## config.mk

```make
export PLATFORM = sky130hd
export DESIGN_NAME = trimmed_mean_adc_filter_top
export DESIGN_NICKNAME = d
export VERILOG_FILES = /design/src/rtl/tmaf_pkg.sv /design/src/rtl/trimmed_mean_adc_filter_top.sv /design/src/rtl/tmaf_ram.sv /design/src/rtl/tmaf_ctrl.sv /design/src/rtl/tmaf_dp.sv
export SDC_FILE = /design/constraint.sdc
export NUM_CORES = 2
export LEC_CHECK = 0
export BUFFER_PORTS_ARGS = -buffer_cell sky130_fd_sc_hd__buf_2
export CAP_MARGIN = 15
export CORE_AREA = 2 2 425 301
export CTS_CLUSTER_DIAMETER = 80
export DETAILED_ROUTE_END_ITERATION = 10
export DIE_AREA = 0 0 427 303
export GPL_ROUTABILITY_DRIVEN = 0
export PLACE_DENSITY_LB_ADDON = 0.12
export SYNTH_ARGS = -nofsm -noshare
export SYNTH_HDL_FRONTEND = slang
export SYNTH_SLANG_ARGS = --single-unit
```

## constraint.sdc

```tcl
create_clock -name clk -period 6.4 [get_ports clk]
set_clock_uncertainty 0.1 [all_clocks]
set_input_delay 1.28 -clock clk [delete_from_list [all_inputs] [get_ports clk]]
set_output_delay 1.28 -clock clk [all_outputs]
set_load 0.05 [all_outputs]
```

## src/rtl/tmaf_pkg.sv

```systemverilog
// ----------------------------------------------------------------------------
// tmaf_pkg
// shared constants, widths and controller/datapath types for the trimmed
// mean adc filter
// ----------------------------------------------------------------------------
package tmaf_pkg;

  localparam int CHANNELS  = 16;
  localparam int WINDOW    = 8;
  localparam int TRIM_DROP = 2;

  localparam int CHAN_W   = 4;
  localparam int SAMPLE_W = 12;
  localparam int TDATA_W  = ((CHAN_W + SAMPLE_W + 7) / 8) * 8;

  localparam int CH_IW    = (CHANNELS > 1) ? $clog2(CHANNELS) : 1;
  localparam int WIN_W    = $clog2(WINDOW);
  localparam int ADDR_W   = CH_IW + WIN_W;
  localparam int RAM_DEPTH = CHANNELS * (2 ** WIN_W);

  localparam int SUM_W    = SAMPLE_W + $clog2(WINDOW);
  localparam int DIVISOR  = WINDOW - TRIM_DROP;
  localparam int RECIP_SH = SUM_W + $clog2(DIVISOR) + 1;
  localparam int RECIP_W  = RECIP_SH - $clog2(DIVISOR) + 1;
  localparam int PROD_W   = SUM_W + RECIP_W;

  localparam logic [RECIP_W-1:0]  RECIP      = RECIP_W'((2 ** RECIP_SH + DIVISOR - 1) / DIVISOR);
  localparam logic [SAMPLE_W-1:0] SAMPLE_MAX = {SAMPLE_W{1'b1}};

  typedef enum logic [2:0] {
    S_IDLE,
    S_WRITE,
    S_READ,
    S_LAST,
    S_MUL,
    S_DONE
  } tmaf_state_t;

  typedef struct packed {
    logic load;
    logic write;
    logic rd_start;
    logic rd_issue;
    logic mul;
    logic out_load;
  } tmaf_cmd_t;

  typedef struct packed {
    logic ch_ok;
    logic rd_last;
    logic out_free;
  } tmaf_sts_t;

endpackage

```

## src/rtl/trimmed_mean_adc_filter_top.sv

```systemverilog
// ----------------------------------------------------------------------------
// trimmed_mean_adc_filter_top
// per-channel 8-sample window, drops one max and one min, floor mean of rest
//
//   channel | direction | tdata fields (low bit up)
//   in_     | slave     | channel[3:0], sample[15:4]
//   out_    | master    | out_channel[3:0], filtered[15:4]
//
// a valid channel's item steps through accept, ring write, 8 window reads
// through the one read port of the window ram, read drain, reciprocal
// multiply and hand-off; one beyond range skips from the write step to
// hand-off. the window ram read sweep sets the rate.
// synchronous active-low reset clears pointers and wrap flags; the ram itself
// is not swept. a stalled output holds its item; the next item is accepted
// meanwhile and waits in its final step until the output register frees.
// ----------------------------------------------------------------------------
module trimmed_mean_adc_filter_top
  import tmaf_pkg::*;
(
  input  logic               clk,
  input  logic               rst_n,
  input  logic               in_tvalid,
  output logic               in_tready,
  input  logic [TDATA_W-1:0] in_tdata,   // channel, sample
  output logic               out_tvalid,
  input  logic               out_tready,
  output logic [TDATA_W-1:0] out_tdata   // out_channel, filtered
);

  tmaf_cmd_t           cmd;
  tmaf_sts_t           sts;
  logic [CHAN_W-1:0]   out_channel;
  logic [SAMPLE_W-1:0] out_filtered;

  tmaf_ctrl u_ctrl (
    .clk       (clk),
    .rst_n     (rst_n),
    .in_tvalid (in_tvalid),
    .in_tready (in_tready),
    .sts       (sts),
    .cmd       (cmd)
  );

  tmaf_dp u_dp (
    .clk          (clk),
    .rst_n        (rst_n),
    .in_channel   (in_tdata[CHAN_W-1:0]),
    .in_sample    (in_tdata[CHAN_W +: SAMPLE_W]),
    .cmd          (cmd),
    .sts          (sts),
    .out_valid    (out_tvalid),
    .out_ready    (out_tready),
    .out_channel  (out_channel),
    .out_filtered (out_filtered)
  );

  assign out_tdata = TDATA_W'({out_filtered, out_channel});

endmodule

```

## src/rtl/tmaf_ram.sv

```systemverilog
// ----------------------------------------------------------------------------
// tmaf_ram
// generic single-write, single-read ram with registered read data
// ----------------------------------------------------------------------------
module tmaf_ram #(
  parameter int WIDTH = 12,
  parameter int DEPTH = 128
) (
  input  logic                     clk,
  input  logic                     we,
  input  logic [$clog2(DEPTH)-1:0] waddr,
  input  logic [WIDTH-1:0]         wdata,
  input  logic [$clog2(DEPTH)-1:0] raddr,
  output logic [WIDTH-1:0]         rdata
);

  logic [WIDTH-1:0] mem [DEPTH];
  logic [WIDTH-1:0] rdata_r;

  always_ff @(posedge clk) begin
    if (we) begin
      mem[waddr] <= wdata;
    end
    rdata_r <= mem[raddr];
  end

  assign rdata = rdata_r;

endmodule

```

## src/rtl/tmaf_ctrl.sv

```systemverilog
// ----------------------------------------------------------------------------
// tmaf_ctrl
// sequencer: accept, ring write, window read sweep, divide, hand off result
// ----------------------------------------------------------------------------
module tmaf_ctrl
  import tmaf_pkg::*;
(
  input  logic      clk,
  input  logic      rst_n,
  input  logic      in_tvalid,
  output logic      in_tready,
  input  tmaf_sts_t sts,
  output tmaf_cmd_t cmd
);

  tmaf_state_t state_r, state_nxt;

  always_ff @(posedge clk) begin
    if (!rst_n) begin
      state_r <= S_IDLE;
    end else begin
      state_r <= state_nxt;
    end
  end

  always_comb begin
    state_nxt = state_r;
    unique case (state_r)
      S_IDLE: begin
        if (in_tvalid) state_nxt = S_WRITE;
      end
      S_WRITE: begin
        // out-of-range channel skips straight to a zero result
        state_nxt = sts.ch_ok ? S_READ : S_DONE;
      end
      S_READ: begin
        if (sts.rd_last) state_nxt = S_LAST;
      end
      S_LAST: state_nxt = S_MUL;
      S_MUL:  state_nxt = S_DONE;
      S_DONE: begin
        if (sts.out_free) state_nxt = S_IDLE;
      end
      default: state_nxt = S_IDLE;
    endcase
  end

  always_comb begin
    cmd       = '0;
    in_tready = 1'b0;
    unique case (state_r)
      S_IDLE: begin
        in_tready = 1'b1;
        cmd.load  = in_tvalid;
      end
      S_WRITE: begin
        cmd.write    = 1'b1;
        cmd.rd_start = 1'b1;
      end
      S_READ: cmd.rd_issue = 1'b1;
      S_LAST: ;
      S_MUL:  cmd.mul = 1'b1;
      S_DONE: cmd.out_load = sts.out_free;
      default: ;
    endcase
  end

endmodule

```

## src/rtl/tmaf_dp.sv

```systemverilog
// ----------------------------------------------------------------------------
// tmaf_dp
// datapath: per-channel ring pointers, window ram, running sum/max/min,
// reciprocal divide and output register
// ----------------------------------------------------------------------------
module tmaf_dp
  import tmaf_pkg::*;
(
  input  logic                clk,
  input  logic                rst_n,
  input  logic [CHAN_W-1:0]   in_channel,
  input  logic [SAMPLE_W-1:0] in_sample,
  input  tmaf_cmd_t           cmd,
  output tmaf_sts_t           sts,
  output logic                out_valid,
  input  logic                out_ready,
  output logic [CHAN_W-1:0]   out_channel,
  output logic [SAMPLE_W-1:0] out_filtered
);

  logic [CHAN_W-1:0]   ch_r;
  logic [SAMPLE_W-1:0] smp_r;
  logic                ok_r;

  logic [WIN_W-1:0]    wp_r [CHANNELS];
  logic [CHANNELS-1:0] full_r;
  logic [WIN_W-1:0]    k_r;

  logic                rv_r;
  logic                rok_r;
  logic [SUM_W-1:0]    sum_r;
  logic [SAMPLE_W-1:0] hi_r;
  logic [SAMPLE_W-1:0] lo_r;
  logic [PROD_W-1:0]   prod_r;

  logic                out_valid_r;
  logic [CHAN_W-1:0]   out_ch_r;
  logic [SAMPLE_W-1:0] out_filt_r;

  logic [CH_IW-1:0]    ch_idx;
  logic [WIN_W-1:0]    wp_cur;
  logic                we;
  logic [ADDR_W-1:0]   waddr;
  logic [ADDR_W-1:0]   raddr;
  logic [SAMPLE_W-1:0] rdata;
  logic [SAMPLE_W-1:0] v;
  logic [SUM_W-1:0]    trimmed;

  assign ch_idx = ch_r[CH_IW-1:0];
  assign wp_cur = wp_r[ch_idx];
  assign we     = cmd.write && ok_r;
  assign waddr  = {ch_idx, wp_cur};
  assign raddr  = {ch_idx, k_r};

  tmaf_ram #(
    .WIDTH (SAMPLE_W),
    .DEPTH (RAM_DEPTH)
  ) u_ram (
    .clk   (clk),
    .we    (we),
    .waddr (waddr),
    .wdata (smp_r),
    .raddr (raddr),
    .rdata (rdata)
  );

  always_ff @(posedge clk) begin
    if (cmd.load) begin
      ch_r  <= in_channel;
      smp_r <= in_sample;
      ok_r  <= (32'(in_channel) < CHANNELS);
    end
  end

  // ring pointers and wrap flags; unwritten ram entries read as zero
  always_ff @(posedge clk) begin
    if (!rst_n) begin
      for (int i = 0; i < CHANNELS; i++) begin
        wp_r[i] <= '0;
      end
      full_r <= '0;
    end else if (we) begin
      if (wp_cur == WIN_W'(WINDOW - 1)) begin
        wp_r[ch_idx]   <= '0;
        full_r[ch_idx] <= 1'b1;
      end else begin
        wp_r[ch_idx] <= wp_cur + 1'b1;
      end
    end
  end

  always_ff @(posedge clk) begin
    if (!rst_n) begin
      rv_r <= 1'b0;
    end else begin
      rv_r <= cmd.rd_issue;
    end
  end

  always_ff @(posedge clk) begin
    if (cmd.rd_start) begin
      k_r <= '0;
    end else if (cmd.rd_issue) begin
      k_r <= k_r + 1'b1;
    end
    rok_r <= full_r[ch_idx] || (k_r < wp_cur);
  end

  assign v = rok_r ? rdata : '0;

  always_ff @(posedge clk) begin
    if (cmd.rd_start) begin
      sum_r <= '0;
      hi_r  <= '0;
      lo_r  <= SAMPLE_MAX;
    end else if (rv_r) begin
      sum_r <= sum_r + SUM_W'(v);
      if (v > hi_r) hi_r <= v;
      if (v < lo_r) lo_r <= v;
    end
  end

  assign trimmed = sum_r - SUM_W'(hi_r) - SUM_W'(lo_r);

  // divide by the constant via reciprocal multiply
  always_ff @(posedge clk) begin
    if (cmd.mul) begin
      prod_r <= PROD_W'(trimmed) * PROD_W'(RECIP);
    end
  end

  always_ff @(posedge clk) begin
    if (!rst_n) begin
      out_valid_r <= 1'b0;
    end else if (cmd.out_load) begin
      out_valid_r <= 1'b1;
    end else if (out_ready) begin
      out_valid_r <= 1'b0;
    end
  end

  always_ff @(posedge clk) begin
    if (cmd.out_load) begin
      out_ch_r   <= ch_r;
      out_filt_r <= ok_r ? prod_r[RECIP_SH +: SAMPLE_W] : '0;
    end
  end

  assign sts.ch_ok    = ok_r;
  assign sts.rd_last  = (k_r == WIN_W'(WINDOW - 1));
  assign sts.out_free = !out_valid_r || out_ready;

  assign out_valid    = out_valid_r;
  assign out_channel  = out_ch_r;
  assign out_filtered = out_filt_r;

endmodule
```

=== After elaboration in Yosys (flattened, before gate mapping) ===
Memory sizes are Yosys's and may differ from the RTL's. A register that Yosys moved wholly into a read port is not among the register bits.
Cells that the tools add are included.

* $add $sub $neg: 5
* $mul: 1
* Order comparisons: 5
* Eq/ne operators: 10
* Mux-type cells: 33
* Bitwise operators: 2
* Reduce and logical (&&, ||, !) cells: 11

{| class="wikitable"
|+ Operators by type and width
! operator !! count
|-
| $mul 15x16->30 const B || 1
|-
| $sub 15x12->15 || 2
|-
| $mux 1 || 21
|-
| $pmux 3 s6 || 1
|-
| $or 16x16->16 || 1
|-
| $add 15x12->15 || 1
|-
| $mux 3 || 5
|-
| $eq 3x3->1 const B || 4
|-
| $gt 12x12->1 || 1
|-
| $lt 12x12->1 || 1
|-
| $mux 12 || 1
|-
| $mux 4 || 2
|-
| $add 3x1->3 const B || 2
|-
| $eq 3x2->1 const B || 2
|-
| $reduce_and 2->1 || 3
|-
| $lt 4x5->1 const B || 1
|-
| $bmux 1 s4 || 1
|-
| $demux 1 s4 || 1
|-
| $ge 4x1->1 const B || 1
|-
| $ne 2x2->1 const B || 2
|-
| $eq 3x1->1 const B || 1
|-
| $logic_not 3->1 || 1
|-
| $lt 3x3->1 || 1
|-
| $reduce_and 3->1 || 1
|-
| other kinds (8) || 9
|}

* Register bits after elaboration: 126
* Memory bits (writable): 1584
* Bits of input ports: 20
* Output and inout bits: 18
* Logic and storage cells: 83
* Memories: 2

{| class="wikitable"
|+ Memory list
! name !! depth !! bits a word !! rd ports !! clocked after Yosys merged registers in !! wr ports !! RTL line !! text
|-
| u_dp.u_ram.mem || 128 || 12 || 1 || 1 || 1 || tmaf_ram.sv:17 || <nowiki>logic [WIDTH-1:0] mem [DEPTH];</nowiki>
|-
| u_dp.wp_r || 16 || 3 || 1 || 1 || 16 || tmaf_dp.sv:25 || <nowiki>logic [WIN_W-1:0] wp_r [CHANNELS];</nowiki>
|}

=== Longest topological paths before layout ===
* Depth after elaboration: 8
* Gate-level depth with buffers: 30
* Mapped depth without buffers: 30

=== By module ===
From an unflattened synthesis, not the netlist that was laid out.

* Cells, all modules: 3441
* Area, all modules: 70853.0 µm²

{| class="wikitable"
|+ Modules (own cells, without submodules)
! module !! instances !! cells an instance !! area an instance (µm²) !! seq. area each (µm²)
|-
| tmaf_ram || 1 || 2362 || 59128.0 || 46364.5
|-
| tmaf_dp || 1 || 1054 || 11499.8 || 4063.9
|-
| tmaf_ctrl || 1 || 25 || 225.2 || 60.1
|}

=== Worst setup path after synthesis ===
No wires, ideal clock.

* Path type: reg2reg
* Start: reg u_dp.lo_r[6]
* End: reg u_dp.prod_r[30], data pin
* Arrival time: 6.734 ns
* Path slack: -0.694 ns
* Cell stages (with the launch flop): 28
* Buffers on the path: 0
* Path through: dfxtp_1 > inv_1 > fa_1 > ha_1 > a21o_1 > a21o_1 > a21oi_1 > o21ai_0 > a21o_1 > a21oi_1 > xor2_2 > inv_1 > ha_1 > inv_1 > fa_1 > fa_1 > fa_1 > inv_1 > fa_1 > fa_1 > ha_1 > a211oi_1 > o21ai_0 > o211a_1 > o21ai_0 > o21ai_0 > a21oi_1 > xnor2_1

* Cells in the longest elaborated chain, start to end: 2

{| class="wikitable"
|+ RTL lines
! element !! RTL line !! text
|-
| start, declared || tmaf_dp.sv:33 || <nowiki>logic [SAMPLE_W-1:0] lo_r;</nowiki>
|-
| start signal, assigned || tmaf_dp.sv:119 || <nowiki>if (v < lo_r) lo_r <= v;</nowiki>
|-
| $sub 15x12->15 || tmaf_dp.sv:123 || <nowiki>assign trimmed = sum_r - SUM_W'(hi_r) - SUM_W'(lo_r);</nowiki>
|-
| $mul 15x16->30 || tmaf_dp.sv:128 || <nowiki>prod_r <= PROD_W'(trimmed) * PROD_W'(RECIP);</nowiki>
|-
| end signal, assigned || tmaf_dp.sv:128 ||
|-
| end, declared || tmaf_dp.sv:34 || <nowiki>logic [PROD_W-1:0] prod_r;</nowiki>
|}

Every way passes these cells.
A chain may end at the register's enable or synchronous reset.

=== Worst setup path after layout ===
* Start: reg u_dp.hi_r[6]
* End: reg u_dp.prod_r[30], data pin

* Cells in the longest elaborated chain, start to end: 3

{| class="wikitable"
|+ RTL lines
! element !! RTL line !! text
|-
| start, declared || tmaf_dp.sv:32 || <nowiki>logic [SAMPLE_W-1:0] hi_r;</nowiki>
|-
| start signal, assigned || tmaf_dp.sv:118 || <nowiki>if (v > hi_r) hi_r <= v;</nowiki>
|-
| $sub 15x12->15 (2 in a row) || tmaf_dp.sv:123 ||
|-
| $mul 15x16->30 || tmaf_dp.sv:128 ||
|}

Every way passes these cells.

==> metrics.csv <==
stage,metric,value,unit
logic_synthesis,Synth area leader,edfxtp_1,
global_route,initial antenna violation count,9,
critical_path,crit path launch type,register,
sta,Finish-stage setup viols,12,
clock_tree,clock buffer depth,3,
placement,pre-CTS WS,-1.01,ns
die,die area,0.129,sq mm
placement,DPL Wire Length,104,mm
final_layout,fillers,8433,
detailed_routing,Detailed Route WL,165,mm
clock_tree,Clock Latency Late Sink,0.79,ns
job,max-cap viol count,0,
sta,Slew HR,21.4,%
logic_synthesis,Synth Flop Type,edfxtp_1,
logic_synthesis,"Seq/Total Area, Yosys",71.1,%
global_route,first-pass GRT wire length,244,mm
detailed_routing,DR vias,35800,
sta,minimum clock period after layout,7.11,ns
critical_path,CP max FO,3,
logic_synthesis,xor/xnor share of the synthesized area,0.615,%
placement,Port-buffer cells,37,
critical_path,kind of critical path,reg2reg,
clock_tree,H-Tree Level Count,4,
clock_tree,Clock Pin Slew Worst Setup and Hold Paths,0.06,ns
die,die width,427,um
clock_tree,TritonCTS clock tree,built,
logic_synthesis,number of synthesized flops with an enable pin,1628,
global_route,vias in the first global route,36100,
sta,period utilization,111,%
detailed_routing,drt wl/cell,28.9,um
logic_synthesis,Synth Area in Compound Gates,2.08,%
final_layout,Final #Nets,4160,
hold_path,worst min path class,reg2reg,
logic_synthesis,Area contributors post-synth,"edfxtp_1, mux4_2, ha_1",
logic_synthesis,"Distinct cells, synth",64,
logic_synthesis,Post-Synth Simple-Gate Area,2.87,%
final_layout,ratio of cells with drive above 1 in the final layout,29.2,%
detailed_routing,"antenna viol nets, final",0,
status,status,"complete, but fails checks",
logic_synthesis,Post-Syn Area per Cell,20.0,sq um
logic_synthesis,top-count cell post-synth,edfxtp_1,
detailed_routing,first-iteration detailed-routing DRC count,4239,
critical_path,"Req. time, crit path",6.81,ns
global_route,grt ovf,0,
logic_synthesis,mux share of post-synthesis cell area,16.5,%
sta,Worst-Margin Slew,1.17,ns
die,IO Count,38,
clock_tree,clock root buffer,clkbuf_16,
critical_path,Worst setup EP type,register,
logic_synthesis,Yosys warnings,0,
die,CORE AREA,0.125,sq mm
logic_synthesis,Synthesized Nets,3803,
logic_synthesis,Synth top area share,68.9,%
global_route,GRT Util Overall,26.2,%
clock_tree,clock sink total,1708,
logic_synthesis,largest family of logic cells by synthesized area,multiplexers,
sta,count of pins over their slew limit,0,
logic_synthesis,synthesized cell area,0.0710,sq mm
sta,Fin. Hold Viols,0,
status,violated checks,setup timing,
detailed_routing,drt first pass iters,5,
sta,hold slack final,0.317,ns
final_layout,ant diodes,0,
logic_synthesis,Post-synth top cells,"edfxtp_1, mux4_2, nor2_1",
sta,setup slack after layout,-0.714,ns
detailed_routing,DRC,0,
detailed_routing,Via density,6.28,
global_route,largest net degree at the start of global routing,111,
clock_tree,Num CTS Buffers,158,
final_layout,area added between synthesis and finish,13.3,%
logic_synthesis,Synth Instances,3553,
logic_synthesis,Post-Synth Adder-Cell Area,4.84,%
die,Die Ht,303,um
logic_synthesis,asr flop ratio synth,0,%
sta,Max Fclk,0.141,GHz
die,# rows,109,
die,Initial Util,56.7,%
logic_synthesis,#FFs+latches synth,1708,
critical_path,crit path DAT,7.52,ns
sta,RSZ-0062 raised after global routing,yes,
==> kinds of logic (layout without fill, tap and decap cells) <==
logic type / after synthesis / in the layout
AOI/OAI and AO/OA: 225 / 225
adders and majority gates: 230 / 230
DFF: 1708 / 1708
muxes: 574 / 574
and+or+nand+nor: 450 / 450
xor gates and xnor gates: 49 / 49
buffers and inverters: 317 / 805
==> worst max-delay path, stage by stage (launching register included) <==
cell      delay (ns)
dfxtp_2         0.33
inv_2           0.04
fa_1            0.58
ha_4            0.22
a21o_1          0.20
a21o_1          0.17
a21oi_2         0.13
o21ai_1         0.09
a21o_1          0.22
a211oi_2        0.22
o21bai_2        0.13
xnor2_2         0.21
ha_1            0.27
inv_1           0.07
fa_1            0.43
fa_1            0.48
fa_1            0.53
inv_1           0.05
fa_1            0.47
fa_2            0.58
ha_4            0.21
o21a_1          0.17
o21a_1          0.20
o211a_1         0.18
o21ai_4         0.23
o21ai_2         0.10
a21oi_2         0.15
xnor2_1         0.07
==> final cells by class <==
cell class                      instances  area [sq um]  share of cell area (%)
Sequential cell                      1708         50500                    62.8
Multi-Input combinational cell       1528         19500                    24.2
Clock buffer                          205          4210                    5.24
Timing Repair Buffer                  374          3010                    3.74
Tap cell                             1665          2080                    2.59
Clock inverter                         86           619                   0.770
Inverter                              140           526                   0.653
==> metrics by stage <==
stage	std cells	setup TNS [ns]	instance area, sq um	util, %
detailed placement	5363	-9.98	74900	59.8
CTS	5661	-7.06	79900	63.8
global route	5706	-10.72	80400	64.2
floorplan	3553	-3.23	71100	-
global placement	5337	-9.09	74600	59.6
finish	5706	-6.96	80400	64.2
==> layout by cell type, fill, tap and decap left out, types with 11 or more instances in the layout <==
| master | instances |
|---|---|
| buf_4 | 293 |
| nor3_1 | 18 |
| buf_12 | 11 |
| clkbuf_1 | 41 |
| edfxtp_1 | 1628 |
| a21o_1 | 24 |
| nand2b_1 | 16 |
| a21oi_1 | 34 |
| dfxtp_1 | 75 |
| fa_1 | 70 |
| a21oi_2 | 15 |
| nand2_1 | 74 |
| nand3_1 | 17 |
| ha_1 | 145 |
| and2_1 | 14 |
| inv_1 | 135 |
| xnor2_1 | 34 |
| a221oi_1 | 24 |
| buf_6 | 30 |
| buf_2 | 37 |
| nand4_1 | 28 |
| nor2b_1 | 18 |
| clkinv_2 | 30 |
| o21ai_1 | 14 |
| mux4_2 | 475 |
| nor2_1 | 219 |
| a31oi_1 | 12 |
| o21a_1 | 21 |
| mux2i_1 | 70 |
| mux2_2 | 29 |
| o21ai_0 | 38 |
| clkbuf_16 | 160 |
| clkinv_1 | 36 |
==> repair_timing <==
| item | CTS | global route |
|---|---|---|
| hold endpoints to repair | 0 | 0 |
| hold buffers | 0 | 0 |
| resized for setup | 24 | 20 |
| pin swaps | 13 | 26 |
| buffers inserted | 7 | 6 |
| cloned | 0 | 0 |
| endpoints found under the setup margin | 12 | 12 |
==> path summary, 6_finish.rpt <==
kind                                 to  depth (start not counted)  slack, ns       startpoint
setup / recovery        u_dp.prod_r[30]                         27      -0.71     u_dp.hi_r[6]
hold / removal    u_dp.out_filtered[10]                          0       0.32  u_dp.prod_r[29]
setup reg to reg        u_dp.prod_r[30]                         27      -0.71     u_dp.hi_r[6]
hold reg to reg   u_dp.out_filtered[10]                          0       0.32  u_dp.prod_r[29]
==> state kept, by name, indices dropped and copies added (netlist names), 12 cells and up, named ones only <==
register / count
u_dp.u_ram.mem: 1536
u_dp.wp_r: 48
u_dp.full_r: 16
u_dp.sum_r: 15
u_dp.hi_r: 12
u_dp.lo_r: 12
u_dp.out_filtered: 12
u_dp.prod_r: 12
u_dp.smp_r: 12
u_dp.u_ram.rdata: 12
==> metal layers <==
| layer | wire length (um) | share of wire [%] | up-vias | global-route usage, % |
|---|---|---|---|---|
| li1 | - | - | 15100 | - |
| met1 | 72800 | 44 | 18900 | 40.8 |
| met2 | 73900 | 45 | 1621 | 38.2 |
| met3 | 15000 | 9.1 | 202 | 5.51 |
| met4 | 3130 | 1.9 | 2 | 6.75 |
| met5 | 13 | 0.0079 | - | 0 |
Power is not shown: default switching activity piles up to over one toggle a cycle in this logic, so the estimate is an artifact.
